**src/design/lcfp_pkg.sv**
```systemverilog
`timescale 1ns / 1ps
`default_nettype none

package lcfp_pkg;

  localparam int unsigned BYTE_W    = 8;
  localparam int unsigned LEN_W     = 16;
  localparam int unsigned OUT_LEN_W = 9;
  localparam int unsigned ERR_W     = 3;
  localparam int unsigned CFG_IDX_W = 3;

  // Configuration register indexes
  typedef enum logic [CFG_IDX_W-1:0] {
    CFG_START_BYTE  = 3'd0,
    CFG_END_BYTE    = 3'd1,
    CFG_OWN_ADDRESS = 3'd2,
    CFG_SOURCE_ID_A = 3'd3,
    CFG_SOURCE_ID_B = 3'd4,
    CFG_SOURCE_ID_C = 3'd5,
    CFG_SOURCE_ID_D = 3'd6
  } cfg_index_t;

  localparam logic [BYTE_W-1:0] START_BYTE_RST = 8'd2;
  localparam logic [BYTE_W-1:0] END_BYTE_RST   = 8'd3;
  localparam logic [BYTE_W-1:0] SUM_SEED       = 8'hFF;

  // Frame error codes
  localparam logic [ERR_W-1:0] ERR_NONE     = 3'd0;
  localparam logic [ERR_W-1:0] ERR_DEST     = 3'd1;
  localparam logic [ERR_W-1:0] ERR_SOURCE   = 3'd2;
  localparam logic [ERR_W-1:0] ERR_TOO_LONG = 3'd3;
  localparam logic [ERR_W-1:0] ERR_CHECKSUM = 3'd4;
  localparam logic [ERR_W-1:0] ERR_BAD_END  = 3'd5;

  typedef struct packed {
    logic [BYTE_W-1:0] start_byte;
    logic [BYTE_W-1:0] end_byte;
    logic [BYTE_W-1:0] own_address;
    logic [BYTE_W-1:0] source_id_a;
    logic [BYTE_W-1:0] source_id_b;
    logic [BYTE_W-1:0] source_id_c;
    logic [BYTE_W-1:0] source_id_d;
  } cfg_t;

endpackage

`default_nettype wire

```
**src/design/lcfp_in_if.sv**
```systemverilog
`timescale 1ns / 1ps
`default_nettype none

interface lcfp_in_if;
  logic       valid;
  logic       ready;
  logic [7:0] rx_byte;

  modport source (output valid, output rx_byte, input ready);
  modport sink (input valid, input rx_byte, output ready);
endinterface

`default_nettype wire

```
**src/design/lcfp_out_if.sv**
```systemverilog
`timescale 1ns / 1ps
`default_nettype none

interface lcfp_out_if;
  logic       valid;
  logic       ready;
  logic       payload_valid;
  logic [7:0] payload_byte;
  logic [7:0] payload_index;
  logic       frame_good;
  logic [8:0] payload_length;
  logic [7:0] frame_source;
  logic [2:0] error_code;

  modport source (
    output valid, output payload_valid, output payload_byte, output payload_index,
    output frame_good, output payload_length, output frame_source, output error_code,
    input ready
  );
  modport sink (
    input valid, input payload_valid, input payload_byte, input payload_index,
    input frame_good, input payload_length, input frame_source, input error_code,
    output ready
  );
endinterface

`default_nettype wire

```
**src/design/lcfp_cfg_regs.sv**
```systemverilog
`timescale 1ns / 1ps
`default_nettype none

module lcfp_cfg_regs (
  input  wire logic                               clk,
  input  wire logic                               rst_n,
  input  wire logic                               cfg_we,
  input  wire logic [lcfp_pkg::CFG_IDX_W-1:0]     cfg_index,
  input  wire logic [lcfp_pkg::BYTE_W-1:0]        cfg_wdata,
  output lcfp_pkg::cfg_t                          cfg
);
  import lcfp_pkg::*;

  cfg_t cfg_r;
  cfg_t cfg_nxt;

  always_comb begin
    cfg_nxt = cfg_r;
    if (cfg_we) begin
      unique case (cfg_index)
        CFG_START_BYTE:  cfg_nxt.start_byte  = cfg_wdata;
        CFG_END_BYTE:    cfg_nxt.end_byte    = cfg_wdata;
        CFG_OWN_ADDRESS: cfg_nxt.own_address = cfg_wdata;
        CFG_SOURCE_ID_A: cfg_nxt.source_id_a = cfg_wdata;
        CFG_SOURCE_ID_B: cfg_nxt.source_id_b = cfg_wdata;
        CFG_SOURCE_ID_C: cfg_nxt.source_id_c = cfg_wdata;
        CFG_SOURCE_ID_D: cfg_nxt.source_id_d = cfg_wdata;
        default:         cfg_nxt = cfg_r;
      endcase
    end
  end

  always_ff @(posedge clk) begin
    if (!rst_n) begin
      cfg_r <= '{start_byte:  START_BYTE_RST,
                 end_byte:    END_BYTE_RST,
                 own_address: '0,
                 source_id_a: '0,
                 source_id_b: '0,
                 source_id_c: '0,
                 source_id_d: '0};
    end else begin
      cfg_r <= cfg_nxt;
    end
  end

  assign cfg = cfg_r;

endmodule

`default_nettype wire

```
**src/design/lcfp_core.sv**
```systemverilog
`timescale 1ns / 1ps
`default_nettype none

module lcfp_core #(
  parameter int unsigned MAX_PAYLOAD = 256
) (
  input  wire logic        clk,
  input  wire logic        rst_n,
  input  wire lcfp_pkg::cfg_t cfg,
  lcfp_in_if.sink          in_ch,
  lcfp_out_if.source       out_ch
);
  import lcfp_pkg::*;

  typedef enum logic [3:0] {
    ST_IDLE, ST_DEST, ST_SRC, ST_COUNT, ST_LEN_HI, ST_LEN_LO, ST_DATA, ST_CHECK, ST_END
  } state_t;

  localparam logic [LEN_W:0] LEN_LIMIT = (LEN_W+1)'(MAX_PAYLOAD);

  state_t             state_r, state_nxt;
  logic [LEN_W-1:0]   len_r, len_nxt;
  logic [LEN_W-1:0]   pos_r, pos_nxt;
  logic [BYTE_W-1:0]  sum_r, sum_nxt;
  logic               stop_r, stop_nxt;
  logic [BYTE_W-1:0]  src_r, src_nxt;

  logic               ovalid_r;
  logic               pv_r, pv_nxt;
  logic [BYTE_W-1:0]  pb_r, pb_nxt;
  logic [BYTE_W-1:0]  pi_r, pi_nxt;
  logic               good_r, good_nxt;
  logic [OUT_LEN_W-1:0] plen_r, plen_nxt;
  logic [BYTE_W-1:0]  psrc_r, psrc_nxt;
  logic [ERR_W-1:0]   err_r, err_nxt;

  logic               fire;
  logic [BYTE_W-1:0]  b;
  logic [LEN_W-1:0]   len_full;
  logic [LEN_W-1:0]   pos_inc;

  assign in_ch.ready = !ovalid_r || out_ch.ready;
  assign fire        = in_ch.valid && in_ch.ready;
  assign b           = in_ch.rx_byte;
  assign len_full    = {len_r[LEN_W-1:BYTE_W], b};
  assign pos_inc     = pos_r + LEN_W'(1);

  always_comb begin
    state_nxt = state_r;
    len_nxt   = len_r;
    pos_nxt   = pos_r;
    sum_nxt   = sum_r;
    stop_nxt  = stop_r;
    src_nxt   = src_r;
    pv_nxt    = 1'b0;
    pb_nxt    = '0;
    pi_nxt    = '0;
    good_nxt  = 1'b0;
    plen_nxt  = '0;
    psrc_nxt  = '0;
    err_nxt   = ERR_NONE;
    unique case (state_r)
      ST_DEST: begin
        if (b == cfg.own_address) begin
          state_nxt = ST_SRC;
        end else begin
          err_nxt   = ERR_DEST;
          state_nxt = ST_IDLE;
        end
      end
      ST_SRC: begin
        if (b == cfg.source_id_a || b == cfg.source_id_b ||
            b == cfg.source_id_c || b == cfg.source_id_d) begin
          src_nxt   = b;
          state_nxt = ST_COUNT;
        end else begin
          err_nxt   = ERR_SOURCE;
          state_nxt = ST_IDLE;
        end
      end
      ST_COUNT: begin
        state_nxt = ST_LEN_HI;
      end
      ST_LEN_HI: begin
        len_nxt   = {b, {BYTE_W{1'b0}}};
        state_nxt = ST_LEN_LO;
      end
      ST_LEN_LO: begin
        len_nxt = len_full;
        if ({1'b0, len_full} > LEN_LIMIT) begin
          err_nxt   = ERR_TOO_LONG;
          state_nxt = ST_IDLE;
        end else if (len_full == '0) begin
          state_nxt = ST_CHECK;
        end else begin
          state_nxt = ST_DATA;
        end
      end
      ST_DATA: begin
        pv_nxt = 1'b1;
        pb_nxt = b;
        pi_nxt = pos_r[BYTE_W-1:0];
        // stop summing at the first zero byte
        if (!stop_r) begin
          if (b == '0) begin
            stop_nxt = 1'b1;
          end else begin
            sum_nxt = sum_r + b;
          end
        end
        pos_nxt = pos_inc;
        if (pos_inc == len_r) begin
          state_nxt = ST_CHECK;
        end
      end
      ST_CHECK: begin
        if (b != sum_r) begin
          err_nxt   = ERR_CHECKSUM;
          state_nxt = ST_IDLE;
        end else begin
          state_nxt = ST_END;
        end
      end
      ST_END: begin
        if (b == cfg.end_byte) begin
          good_nxt = 1'b1;
          plen_nxt = len_r[OUT_LEN_W-1:0];
          psrc_nxt = src_r;
        end else begin
          err_nxt = ERR_BAD_END;
        end
        state_nxt = ST_IDLE;
      end
      default: begin
        len_nxt   = '0;
        pos_nxt   = '0;
        sum_nxt   = SUM_SEED;
        stop_nxt  = 1'b0;
        src_nxt   = '0;
        state_nxt = (b == cfg.start_byte) ? ST_DEST : ST_IDLE;
      end
    endcase
  end

  always_ff @(posedge clk) begin
    if (!rst_n) begin
      state_r  <= ST_IDLE;
      len_r    <= '0;
      pos_r    <= '0;
      sum_r    <= SUM_SEED;
      stop_r   <= 1'b0;
      src_r    <= '0;
      ovalid_r <= 1'b0;
    end else begin
      if (fire) begin
        state_r  <= state_nxt;
        len_r    <= len_nxt;
        pos_r    <= pos_nxt;
        sum_r    <= sum_nxt;
        stop_r   <= stop_nxt;
        src_r    <= src_nxt;
        ovalid_r <= 1'b1;
      end else if (out_ch.ready) begin
        ovalid_r <= 1'b0;
      end
    end
  end

  always_ff @(posedge clk) begin
    if (fire) begin
      pv_r   <= pv_nxt;
      pb_r   <= pb_nxt;
      pi_r   <= pi_nxt;
      good_r <= good_nxt;
      plen_r <= plen_nxt;
      psrc_r <= psrc_nxt;
      err_r  <= err_nxt;
    end
  end

  assign out_ch.valid          = ovalid_r;
  assign out_ch.payload_valid  = pv_r;
  assign out_ch.payload_byte   = pb_r;
  assign out_ch.payload_index  = pi_r;
  assign out_ch.frame_good     = good_r;
  assign out_ch.payload_length = plen_r;
  assign out_ch.frame_source   = psrc_r;
  assign out_ch.error_code     = err_r;

endmodule

`default_nettype wire

```
**src/design/length_checksum_frame_parser.sv**
```systemverilog
`timescale 1ns / 1ps
`default_nettype none
// Framed byte-stream receiver.
// in_ch carries one received byte per item (valid/ready). Frames are laid out as
// start byte, destination, source, count, length high, length low, payload,
// checksum and end byte. out_ch returns exactly one result item per input item:
// payload bytes with their index, a good-frame flag with length and source, or
// an error code (wrong destination, bad source, too long, checksum, bad end).
// The result for an item is presented in the cycle after the item is
// accepted, from the output register of the parser core.
// Throughput: one item per cycle while results are taken; the whole frame state update is one pass of
// logic between the accepted byte and the result register.
// Receiver stall: the result register holds its item; in_ch.ready stays high
// while the register is empty or being drained in the same cycle, so input
// only stalls when a result sits untaken.
// Reset (rst_n, synchronous): the parser returns to hunting for the start
// byte, the result register empties, and the configuration registers take
// start byte 2, end byte 3 and zero for address and source ids.
// cfg_we/cfg_index/cfg_wdata write one register per cycle; write only while idle.
module length_checksum_frame_parser #(
  parameter int unsigned MAX_PAYLOAD = 256
) (
  input  wire logic                           clk,
  input  wire logic                           rst_n,
  input  wire logic                           cfg_we,
  input  wire logic [lcfp_pkg::CFG_IDX_W-1:0] cfg_index,
  input  wire logic [lcfp_pkg::BYTE_W-1:0]    cfg_wdata,
  lcfp_in_if.sink                             in_ch,
  lcfp_out_if.source                          out_ch
);
  import lcfp_pkg::*;

  cfg_t cfg;

  // Hold configuration registers
  lcfp_cfg_regs u_cfg (
    .clk       (clk),
    .rst_n     (rst_n),
    .cfg_we    (cfg_we),
    .cfg_index (cfg_index),
    .cfg_wdata (cfg_wdata),
    .cfg       (cfg)
  );

  // Advance the frame state and register one result per byte
  lcfp_core #(
    .MAX_PAYLOAD (MAX_PAYLOAD)
  ) u_core (
    .clk    (clk),
    .rst_n  (rst_n),
    .cfg    (cfg),
    .in_ch  (in_ch),
    .out_ch (out_ch)
  );

`ifndef SYNTH
  // A result is either a payload byte, a frame end, or neither
  a_excl: assert property (@(posedge clk) disable iff (!rst_n)
    out_ch.valid |-> !(out_ch.payload_valid && out_ch.frame_good))
    else $error("payload and frame_good in one item");

  // A good frame carries no error code
  a_good_no_err: assert property (@(posedge clk) disable iff (!rst_n)
    (out_ch.valid && out_ch.frame_good) |-> (out_ch.error_code == ERR_NONE))
    else $error("frame_good with error code");

  // Payload bytes never come with an error
  a_pay_no_err: assert property (@(posedge clk) disable iff (!rst_n)
    (out_ch.valid && out_ch.payload_valid) |-> (out_ch.error_code == ERR_NONE))
    else $error("payload byte with error code");

  // Input is ready whenever the result register is empty
  a_ready: assert property (@(posedge clk) disable iff (!rst_n)
    !out_ch.valid |-> in_ch.ready)
    else $error("input stalled with empty result register");
`endif

endmodule

`default_nettype wire

```
**src/flat_wrapper.sv**
```systemverilog
// flat-port wrapper written by rule: the top's interface ports become plain ports
module length_checksum_frame_parser_flat import lcfp_pkg::*;
#(
  parameter int unsigned MAX_PAYLOAD = 256
)
  (clk, rst_n, cfg_we, cfg_index, cfg_wdata, in_ch_valid, in_ch_rx_byte, in_ch_ready, out_ch_valid, out_ch_payload_valid, out_ch_payload_byte, out_ch_payload_index, out_ch_frame_good, out_ch_payload_length, out_ch_frame_source, out_ch_error_code, out_ch_ready);
  lcfp_in_if in_ch_i ();
  lcfp_out_if out_ch_i ();
  input  wire logic clk;
  input  wire logic rst_n;
  input  wire logic cfg_we;
  input  wire logic [lcfp_pkg::CFG_IDX_W-1:0] cfg_index;
  input  wire logic [lcfp_pkg::BYTE_W-1:0] cfg_wdata;
  input wire logic [$bits(in_ch_i.valid)-1:0] in_ch_valid;
  input wire logic [$bits(in_ch_i.rx_byte)-1:0] in_ch_rx_byte;
  output wire logic [$bits(in_ch_i.ready)-1:0] in_ch_ready;
  output wire logic [$bits(out_ch_i.valid)-1:0] out_ch_valid;
  output wire logic [$bits(out_ch_i.payload_valid)-1:0] out_ch_payload_valid;
  output wire logic [$bits(out_ch_i.payload_byte)-1:0] out_ch_payload_byte;
  output wire logic [$bits(out_ch_i.payload_index)-1:0] out_ch_payload_index;
  output wire logic [$bits(out_ch_i.frame_good)-1:0] out_ch_frame_good;
  output wire logic [$bits(out_ch_i.payload_length)-1:0] out_ch_payload_length;
  output wire logic [$bits(out_ch_i.frame_source)-1:0] out_ch_frame_source;
  output wire logic [$bits(out_ch_i.error_code)-1:0] out_ch_error_code;
  input wire logic [$bits(out_ch_i.ready)-1:0] out_ch_ready;
  assign in_ch_i.valid = in_ch_valid;
  assign in_ch_i.rx_byte = in_ch_rx_byte;
  assign in_ch_ready = in_ch_i.ready;
  assign out_ch_valid = out_ch_i.valid;
  assign out_ch_payload_valid = out_ch_i.payload_valid;
  assign out_ch_payload_byte = out_ch_i.payload_byte;
  assign out_ch_payload_index = out_ch_i.payload_index;
  assign out_ch_frame_good = out_ch_i.frame_good;
  assign out_ch_payload_length = out_ch_i.payload_length;
  assign out_ch_frame_source = out_ch_i.frame_source;
  assign out_ch_error_code = out_ch_i.error_code;
  assign out_ch_i.ready = out_ch_ready;
  length_checksum_frame_parser #(.MAX_PAYLOAD(MAX_PAYLOAD)) u_core (.clk(clk), .rst_n(rst_n), .cfg_we(cfg_we), .cfg_index(cfg_index), .cfg_wdata(cfg_wdata), .in_ch(in_ch_i), .out_ch(out_ch_i));
endmodule
```
**config.mk**
```make
export PLATFORM = sky130hd
export DESIGN_NAME = length_checksum_frame_parser_flat
export DESIGN_NICKNAME = d
export VERILOG_FILES = /design/src/design/lcfp_pkg.sv /design/src/design/lcfp_in_if.sv /design/src/design/lcfp_out_if.sv /design/src/design/lcfp_cfg_regs.sv /design/src/design/lcfp_core.sv /design/src/design/length_checksum_frame_parser.sv /design/src/flat_wrapper.sv
export SDC_FILE = /design/constraint.sdc
export NUM_CORES = 1
export LEC_CHECK = 0
export BUFFER_PORTS_ARGS = -buffer_cell sky130_fd_sc_hd__buf_4
export CORE_UTILIZATION = 55
export DETAILED_ROUTE_END_ITERATION = 10
export PLACE_DENSITY = 0.74
export SYNTH_ARGS = -nofsm -noshare
export SYNTH_HDL_FRONTEND = slang
export SYNTH_SLANG_ARGS = --single-unit
```
**constraint.sdc**
```tcl
create_clock -name clk -period 4.14 [get_ports clk]
set_input_delay 0.828 -clock clk [delete_from_list [all_inputs] [get_ports clk]]
set_output_delay 0.828 -clock clk [all_outputs]
set_load 0.03 [all_outputs]
```
==> After elaboration in Yosys (flattened, before gate mapping) <==
Cells that the tools add are included.
W data, S select, Z words.
{ "word_totals": {"ff_bits": 148, "out_inout_bits": 40, "wordCells": 111} }
{ "classes": {"add_sub_neg": 2, "order_cmp": 1, "eq_ne": 27, "mux": 28, "n_bitwise": 4, "n_reduce_logical": 27} }
{ "op_table": {"columns": ["op", "n"], "rows": [
  ["$eq A8 B8 Y1", 7],
  ["$pmux W16 S3", 1],
  ["$pmux W16 S2", 1],
  ["$pmux W4 S8", 1],
  ["$pmux W8 S2", 2],
  ["$mux W8", 3],
  ["$reduce_and A2 Y1", 11],
  ["$add A16 B1 Y16 const B", 1],
  ["$eq A16 B16 Y1", 1],
  ["$eq A4 B3 Y1 const B", 4],
  ["$gt A16 B9 Y1 const B", 1],
  ["$logic_not A16 Y1", 1],
  ["$pmux W3 S5", 1],
  ["$reduce_or A7 Y1", 2],
  ["$eq A3 B3 Y1 const B", 3],
  ["$mux W1", 9],
  ["$mux W3", 3],
  ["$add A8 B8 Y8", 1],
  ["$eq A4 B2 Y1 const B", 2],
  ["$logic_not A8 Y1", 1],
  ["$mux W2", 4],
  ["$mux W4", 2],
  ["$ne A2 B2 Y1 const B", 4],
  ["$ne A8 B8 Y1", 1],
  ["14 further kinds", 22]
]} }

==> Depth between registers and ports, before layout <==
{ "logic_depth": {"word_depth": 6, "mapped_depth": 9} }

==> Hierarchy <==
Synthesis repeated with hierarchy kept, for this count alone.
{ "hier_totals": {"hier_cells": 774, "area_unflattened_um2": 7438.4} }
{ "modules_own_cells": {"columns": ["module", "n_inst", "cells_per_inst", "area_per_inst_um2", "seq_area_each_um2"], "rows": [
  ["lcfp_core", 1, 575, 5357.6, 2222.1],
  ["lcfp_cfg_regs", 1, 199, 2080.7, 1121.1]
]} }

==> Worst setup path after synthesis <==
OpenSTA, ideal clock, no wires.
{ "synth_path": {"kind": "input-to-reg", "from": "input out_ch_ready", "to": "register u_core.u_core.sum_r[7]", "arrival_ps": 3365, "required_ps": 4054, "slack_ps": 689, "cell_stages": 8, "n_path_buf": 1, "cell_sequence": "nand2b_1 nand2_1 inv_1 o221ai_1 buf_2 o21ai_1 nor2_1 a211oi_1"} }
{ "synth_via": {"elab_chain_len": 3} }
{ "synth_lines": {"columns": ["item", "line_no", "rtl"], "rows": [
  ["start: declaration", "flat_wrapper.sv:25", "input wire logic [$bits(out_ch_i.ready)-1:0] out_ch_ready;"],
  ["$logic_or A1 B1 Y1", "lcfp_core.sv:42", "assign in_ch.ready = !ovalid_r || out_ch.ready;"],
  ["$logic_and A1 B1 Y1", "lcfp_core.sv:43", "assign fire = in_ch.valid && in_ch.ready;"],
  ["net u_core.u_core.fire", "lcfp_core.sv:37", "logic fire;"],
  ["$reduce_and A4 Y1 (no source line)", null, null],
  ["end signal: assignment", "lcfp_core.sv:159", "sum_r <= sum_nxt;"],
  ["end: declaration", "lcfp_core.sv:24", "logic [BYTE_W-1:0] sum_r, sum_nxt;"]
]} }
The timed path passes the listed nets, and every way through them passes these cells.
A chain may end at the register's enable or synchronous reset.

==> Final worst setup path <==
{ "layout_path": {"from": "input in_ch_rx_byte[1]", "to": "register u_core.u_core.sum_r[7]"} }
{ "layout_via": {"elab_chain_len": 4, "elab_cells_between_ends": 7} }
{ "layout_lines": {"columns": ["item", "line_no", "rtl"], "rows": [
  ["start: declaration", "flat_wrapper.sv:15", "input wire logic [$bits(in_ch_i.rx_byte)-1:0] in_ch_rx_byte;"],
  ["$add A8 B8 Y8", "lcfp_core.sv:108", "sum_nxt = sum_r + b;"],
  ["$mux W8", "lcfp_core.sv:105", "if (b == '0) begin"],
  ["$mux W8", "lcfp_core.sv:104", "if (!stop_r) begin"],
  ["$pmux W8 S2", "lcfp_core.sv:62", "unique case (state_r)"]
]} }
Parallel ways exist; a longest one is shown, timed or not. The select of a mux whose other input is x is not followed.

==> summary.txt <==
Yosys
  – Yosys top cell by area: dfxtp_1
  – Post-synthesis sequential area ratio: 44.9%
  – Synth Register Bits: between 100 and 150
  – Syn Nets: 835
  – Post-synth EDFFs: 38
  – Most frequent cell after synthesis: nand2_1
  – Top cell type's share of synthesized area: 29.6%
  – Post-synth ARST share: 0%
  – Syn_area_per_cell: 9.28 sq um
  – Post-synthesis instance area: 7440 sq um
  – Synth cell types: 58
  – Most common library cells after synthesis: nand2_1, dfxtp_1, xnor2_1
  – Cells after Synth: 802
  – Warnings from Yosys: 0
  – Top cells by area, synth: dfxtp_1, edfxtp_1, xnor2_1, nand2_1, a21boi_0
  – Synth Flop Type: dfxtp_1

STA
  – Clk_skew: 5.78 ps
  – Slew headroom: between 20% and 30%
  – Final Hold Vio Count: 0
  – Final setup violation count: 0
  – F_max: 365 MHz
  – Slew @ Worst Pin: approximately 1200 ps
  – Fin Setup TNS: 0 ps
  – Final worst path period need: 2740 ps
  – Unrepaired setup endpoints after global routing: false
  – Final Cycle Share: 66.2%
  – WHS: 451 ps
  – Final Max Slew Viols: 0

Cells and area
  – Diode count: 0
  – Syn-to-layout area delta: 15.2%
  – Fillcell total: between 1000 and 1500
  – Share of layout cells above drive strength 1: 13.4%
  – Nets: 879
  – Cell area after layout: 8570 sq um

Die
  – Die Width: 118 um
  – Total die area: 14000 sq um
  – # IOs: 64
  – Starting density of the core: 56.2%
  – # rows: 42
  – Core area: around 13000 sq um
  – Die Span Y: roughly 120 um

Place
  – Dpl hpwl: roughly 12000 um
  – GP Congestion: 0.870
  – Port Buffers: 63
  – Dpl cell area: 7920 sq um

Route
  – DR vias: 5940
  – Post-Route WL: 17200 um
  – Drt pass-1 iters: 5
  – Drt via density: 5.74
  – Initial DRC count: just over 400
  – Routed Antenna Nets: 0
  – # DRC: 0
  – Drt wl/cell: around 17 um

Power
  – Overall power: 0.00348 W
  – Pleak: 2.98 nW
  – Pwr Density: approximately 410 nW/um^2
  – Worst vdd ir: 0.000305 V

Clock tree
  – Cts hold-fix bufs: 0
  – Post-CTS setup buffers: 0
  – CTS Buffer Depth: 2
  – H-Tree Depth: 4
  – Worst-Skew Late Latency: 420 ps
  – Clock Pin Slew Worst Setup and Hold Paths: 60 ps
  – CTS Buf Count: 17
  – CTS Sinks: 148
  – Root Buffer: clkbuf_16
  – TritonCTS clock tree: built
  – Post_cts resized: 0

Worst setup path
  – CP peak stage delay: roughly 630 ps
  – WP data arrival: 3080 ps
  – Crit-path leading delay family: compound AO/OA/AOI/OAI gates
  – CP Capture Type: register
  – Crit path top cell by count: o21bai_1
  – Slowest library cell on the worst path: a2111oi_0
  – CP max FO: 14
  – Startpoint types: primary input
  – Worst Path Class, Setup: primary input to register
  – WP data required: 4470 ps
  – CP Cell Sequence: buf_4 > ha_1 > a21o_1 > a21oi_1 > o21bai_1 > a2111oi_0 > o21bai_1 > nor4bb_1 > a211oi_1
  – Worst Path Buf+Inv: 1
  – FF-to-FF setup slack: 1420 ps

GRT
  – Antenna violations before repair: 0
  – Grt ovf: 0
  – First-pass GRT wire length: 28300 um
  – Vias in the first global route: 5719
  – Largest net degree at the start of global routing: between 50 and 60
  – GRT Overall Usage: between 20% and 30%

Job
  – Max Cap Violations: 0

Hold path
  – Hold crit path type: register to register

Run status
  – Outcome: finished clean
-- per-layer routing --
layer / vias up / GRT usage [%] / routed length (um)
li1: 2859 / - / -
met1: 2850 / 34.0 / 7530
met2: 200 / 41.4 / 8220
met3: 31 / 5.74 / 1140
met4: 0 / 10.3 / 279
met5: - / 0 / 0
-- cell type report --
class	instances	area [sq um]	share of cell area (%)
Tap cell	176	220	2.57
Timing Repair Buffer	67	503	5.87
Inverter	8	30.0	0.350
Clock inverter	15	230	2.69
Multi-Input combinational cell	604	3820	44.6
Sequential cell	148	3340	39.0
Clock buffer	17	425	4.96
-- cell usage in the layout, fill, tap and decap left out, types with 4 or more instances in the layout --
master	count
nand3_1	35
nand2b_1	9
bufinv_16	5
edfxtp_1	38
nand2_1	141
clkbuf_16	17
buf_4	67
a21boi_0	65
nor3_1	13
xor2_1	8
clkinv_4	5
o21a_1	8
dfxtp_1	110
a22o_1	8
and2_1	44
inv_1	8
nand4_1	19
o22a_1	7
xnor2_1	79
ha_1	8
o31ai_1	6
o21ai_0	18
nor2_1	34
and3_1	4
mux2i_1	14
nor4_2	4
a21oi_1	20
nor2b_1	14
nor4_1	7
-- flip-flops by register name (all words and copies together), names as in the netlist --
name / flops
u_core.u_core.pos_r: 16
u_core.u_core.out_ch.frame_good: 1
u_core.u_core.out_ch.error_code: 3
u_core.u_core.state_r: 4
u_core.u_core.out_ch.payload_valid: 1
u_core.u_core.out_ch.payload_length: 9
u_core.u_core.sum_r: 8
u_core.u_core.out_ch.payload_byte: 8
u_core.u_core.out_ch.valid: 1
u_core.u_core.len_r: 16
u_core.u_core.out_ch.payload_index: 8
u_core.u_core.stop_r: 1
u_core.u_core.src_r: 8
u_core.u_core.out_ch.frame_source: 8
u_core.u_cfg.cfg: 56
-- kinds of logic (layout without fill, tap and decap cells) --
logic type,Yosys count,in the layout,synth area share [%]
flip-flops,148,148,44.9
buffers and inverters,50,107,3.77
AND/OR/NAND/NOR,342,342,22.9
AO/OA/AOI/OAI,151,151,14.5
XOR/XNOR,88,88,10.5
adder cells (fa/ha/maj),9,9,1.61
multiplexers,14,14,1.88
-- final timing paths --
check	to	start	cells after the start
worst max register to register	u_core.u_core.state_r[3]	u_core.u_core.pos_r[0]	7
worst max-delay path	u_core.u_core.sum_r[7]	in_ch_rx_byte[1]	9
worst min register to register	u_core.u_core.stop_r	u_core.u_core.stop_r	2
worst min-delay path	u_core.u_core.stop_r	u_core.u_core.stop_r	2
-- worst min-delay path, delay by kind of cell, from the launching register on --
kind            cells  cell delay [ps]
buf+inv             1               50
compound gates      1               50
flops               1              310
-- per-stage QoR --
stage                     setup WS, ps  instances  util (%)
after CTS                         1440       1035      64.7
after global routing              1160       1035      64.7
after floorplan                    689        802         -
after global placement            1170       1003      59.8
after detailed placement          1020       1003      59.8
final                             1400       1035      64.7
-- power by group --
group          internal [W]  switching, W  total (W)
registers           0.00151     0.0000139    0.00153
logic              0.000104      0.000175   0.000279
clock network       0.00107      0.000606    0.00168
total               0.00269      0.000795    0.00348
(Power assumes the default switching activity.)
